**src/sv/vrra_pkg.sv**
```systemverilog
// Package for the variable record ring allocator: widths, codes, transaction
// structs, sequencer states and the shared arithmetic unit's request/response.
// No dependencies.
package vrra_pkg;

  // Built depth of the header store and derived widths
  localparam int DEPTH  = 4096;
  localparam int ADDR_W = 12;
  localparam int POS_W  = 12;
  localparam int SIZE_W = 13;
  localparam int LEN_W  = 12;
  localparam int HDR_W  = 13;

  // Ring size limits applied on a size register write
  localparam logic [SIZE_W-1:0] MIN_SIZE   = 13'd4;
  localparam logic [SIZE_W-1:0] MAX_SIZE   = 13'd4096;
  localparam logic [SIZE_W-1:0] RESET_SIZE = 13'd4096;

  // Record header plus the skip header kept in reserve
  localparam logic [SIZE_W-1:0] EXTRA_UNITS = 13'd2;

  // Header layout: ready flag on top, payload units below
  localparam logic [HDR_W-1:0] READY_MASK = 13'h1000;
  localparam logic [HDR_W-1:0] SKIP_HDR   = 13'h1000;

  typedef enum logic [1:0] {
    REQ_RESERVE = 2'd0,
    REQ_COMMIT  = 2'd1,
    REQ_PEEK    = 2'd2,
    REQ_RELEASE = 2'd3
  } req_type_t;

  typedef enum logic [1:0] {
    ST_OK       = 2'd0,
    ST_NO_SPACE = 2'd1,
    ST_NOT_HEAD = 2'd2,
    ST_BAD_SIZE = 2'd3
  } status_t;

  typedef struct packed {
    req_type_t        req_type;
    logic [LEN_W-1:0] req_size;
    logic [POS_W-1:0] handle;
  } in_item_t;

  typedef struct packed {
    status_t          status;
    logic [POS_W-1:0] offset;
    logic [LEN_W-1:0] length;
  } out_item_t;

  typedef enum logic [3:0] {
    S_IDLE,
    S_RES_BASE,
    S_RES_FREE,
    S_RES_END,
    S_CMT_POS,
    S_CMT_RD,
    S_CMT_WR,
    S_PK_CHK,
    S_PK_HDR,
    S_REL_CHK,
    S_REL_HDR,
    S_REL_ADV,
    S_DONE
  } state_t;

  // Shared unit: sum = a +/- b (+ carry in), then compare sum against c
  typedef struct packed {
    logic [SIZE_W-1:0] a;
    logic [SIZE_W-1:0] b;
    logic [SIZE_W-1:0] c;
    logic              sub;
    logic              cin;
  } alu_req_t;

  typedef struct packed {
    logic [SIZE_W-1:0] sum;
    logic              gt;
    logic              eq;
  } alu_rsp_t;

endpackage

```
**src/sv/vrra_alu.sv**
```systemverilog
// Shared add/subtract and compare unit of the ring allocator sequencer.
// Depends on vrra_pkg.
module vrra_alu (
  input  vrra_pkg::alu_req_t req,
  output vrra_pkg::alu_rsp_t rsp
);
  import vrra_pkg::*;

  logic [SIZE_W-1:0] b_eff;
  logic [SIZE_W-1:0] carry;
  logic [SIZE_W-1:0] sum;

  // Invert b for subtract; the carry in completes the two's complement
  assign b_eff = req.sub ? ~req.b : req.b;
  assign carry = {{(SIZE_W-1){1'b0}}, req.sub | req.cin};
  assign sum   = req.a + b_eff + carry;

  // Compare the result against the third operand
  assign rsp.sum = sum;
  assign rsp.gt  = sum > req.c;
  assign rsp.eq  = sum == req.c;

endmodule

```
**config.mk**
```make
export PLATFORM = sky130hd
export DESIGN_NAME = vrra_alu
export DESIGN_NICKNAME = d
export VERILOG_FILES = /design/src/sv/vrra_pkg.sv /design/src/sv/vrra_alu.sv
export SDC_FILE = /design/constraint.sdc
export NUM_CORES = 1
export LEC_CHECK = 0
export ABC_AREA = 1
export BUFFER_PORTS_ARGS = -buffer_cell sky130_fd_sc_hd__buf_2
export CAP_MARGIN = 5
export CORE_MARGIN = 2
export CORE_UTILIZATION = 50
export DETAILED_ROUTE_END_ITERATION = 8
export PLACE_DENSITY_LB_ADDON = 0.08
export SYNTH_ARGS = -nofsm -noshare
export SYNTH_HDL_FRONTEND = slang
export SYNTH_SLANG_ARGS = --single-unit
```
**constraint.sdc**
```tcl
create_clock -name vclk -period 3.4
set_clock_uncertainty 0.05 [all_clocks]
set_input_delay 0.34 -clock vclk [all_inputs]
set_output_delay 0.34 -clock vclk [all_outputs]
set_load 0.02 [all_outputs]
```
==> impl_metrics.ini <==
[outcome]
outcome = complete, no violations

[routing]
route.detailed.wl_per_inst_um = 10.17
drt_iter0_markers = 29
post-route-drc-count = 0
dr_total_vias = 1461
route.antenna.remaining_nets = 0
wirelength_mm = 2.999
vias_per_cell = 4.953
iteration_count_of_the_initial_detailed_routing_pass = 4

[finish]
layout_commonest_cell = buf_2
final_cell_mix = buf_2 (53), nand2_1 (52), inv_1 (39), ha_1 (22), nor2_1 (13)
clock_buffer_instance_count_of_the_final_layout = 0
finalNonFillerCells = 295
antenna_cells = 0
sequential_cell_total = 0
final_net_count = 336
fraction_of_final_layout_cells_with_drive_strength_greater_than_1_pct = 34.08
layout.filler_cells = 207
register_area_um2 = 0
area_delta_synth_final_pct = 38.80
layout.cell_area.non_filler_um2 = 1674

[job]
cap_viol_max_count = 0

[timing]
min_period_over_period_pct = 96.55
max_slew.worst_pin.slew_ns = 0.2805
setup_viol = 0
maxSlewHeadroom_pct = 81.16
timing_hold_violations_final = 0
max_freq_mhz = 304.6
final_max_slew_viol_count = 0
fin_crit_ns = 3.283
setup_ws_ns = 0.1175

[floorplanning]
fp.coreArea_um2 = 2255
num_rows = 17
ios = 56
initial_utilization_pct = 53.50
dieWidth_um = 53.12
floorplan.die_area_um2 = 2821
die_ht_um = 53.12

[min_path]
worst_hold_path_type = input port to output port

[placement]
dp_area_um2 = 1579
dp_slack_ns = 0.02159
dpl.cell_count = 294
detailedPlacementHpwl_mm = 2.585
globalplace.congestion = 0.8812
io_buffer_count = 56

[power_and_ir_drop]
power.leakage_nw = 1.032
power_per_cell_area_nw_per_um2 = 310.0
max-vdd-ir-drop_uv = 185.2

[critical_path]
slowest_library_cell_on_the_worst_path = fa_2
category_of_the_worst_setup_path_launch_point = input port
critPathRequiredTime_ns = 3.01
crit_path_end_kind = output port
cp_cell_sequence = clkbuf_4 > or2_4 > fa_2 > inv_2 > fa_2 > inv_2 > nand3_2 > nand3_2 > nand3_1 > nand3_1 > nand2_1 > nand2_2 > ha_4 > nand4_1 > nor2_2 > and3_4 > a21oi_4 > buf_6
timing_worst_setup_path_type = input port to output port
critical_path.n_buffers_inverters = 4
arrival_time_reported_for_the_critical_path_endpoint_ns = 2.89
critical-path-max-stage-delay_ns = 0.40
cp_top_family = simple AND/OR/NAND/NOR gates
crit_fanout = 4

[global_route]
grt_overflow_total = 0
global_route_track_usage_on_met2_pct = 40.83
grt_max_degree = 13
global_route.usage.total_pct = 21.19
grt_pass1_wl_mm = 4.692
groute.layer.met3.usage_pct = 0
gr-usage-met1_pct = 27.84
first_global_vias = 1227
grt_most_used_layer = met2
antenna_found_initial = 0

[synth]
synth_area_um2 = 1206
yosysWarningCount = 0
syn_inst = 207
yosys.cell_types.count = 22
synth_seq_area_share_pct = 0
synth_nets = 274
synth_area_per_cell_um2 = 5.827
## tightest hold or removal path: cells and delay by family
family | cells | cell delay [ns]
buffers and inverters | 2 | 0.25
adder cells (fa/ha/maj) | 1 | 0.20
## where the power goes
| part | internal, mW | switching [mW] |
|---|---|---|
| combinational | 0.212 | 0.307 |
| clock | 0 | 0 |
| sequential | 0 | 0 |
| total | 0.212 | 0.307 |
## routing by layer
metal | share of wire, % | vias up | wire, um
li1 | - | 776 | -
met1 | 45 | 641 | 1362
met4 | 0 | 0 | 0
met2 | 50 | 44 | 1488
met5 | 0 | - | 0
met3 | 4.9 | 0 | 148
## final timing paths
| check | from | endpoint | slack (ns) | cells after the start |
|---|---|---|---|---|
| setup / recovery | req[1] | rsp[1] | 0.12 | 18 |
| hold / removal | req[28] | rsp[2] | 1.08 | 3 |
## logic make-up (layout without fill, tap and decap cells)
family	Yosys count	in the layout	share of synthesized area (%)
compound gates	18	18	8.402
xor+xnor	18	18	13.07
fa+ha+maj	26	26	28.22
buf+inv	45	105	14.42
simple gates	100	100	35.89
## cell type report
| cell class | count | area (um^2) | share of cell area, % |
|---|---|---|---|
| Inverter | 43 | 161.4 | 9.641 |
| Multi-Input combinational cell | 162 | 1134 | 67.71 |
| Tap cell | 28 | 35.03 | 2.093 |
| Timing Repair Buffer | 62 | 344.1 | 20.55 |
## synthesized netlist by cell type (2+ instances only)
library cell | number | area share, %
inv_1 | 41 | 13
nand2_1 | 56 | 17
nand3_1 | 15 | 6.2
nor2_1 | 15 | 4.7
inv_2 | 2 | 0.62
xnor2_1 | 4 | 2.9
a21oi_1 | 12 | 5.0
fa_1 | 2 | 3.3
nand4_1 | 8 | 4.1
xor2_1 | 14 | 10
nand2_2 | 3 | 1.6
o21bai_1 | 2 | 1.2
ha_1 | 24 | 25
## per-stage QoR
step | hold slack [ns] | power (mW) | setup TNS (ns) | util, %
floorplan | 0.8929 | 0.3438 | 0 | -
global placement | 1.098 | 0.4701 | 0 | 70.03
detailed placement | 1.102 | 0.4774 | 0 | 70.03
CTS | 1.103 | 0.4797 | 0 | 70.03
global route | 1.096 | 0.5830 | -0.02692 | 74.25
finish | 1.079 | 0.5190 | 0 | 74.25
## repair_timing
| item | CTS | global route |
|---|---|---|
| hold buffers | 0 | 0 |
| resized for setup | 0 | 23 |
| setup buffers | 0 | 1 |
| endpoints found under the setup margin | 0 | 2 |
(Power assumes the default switching activity.)
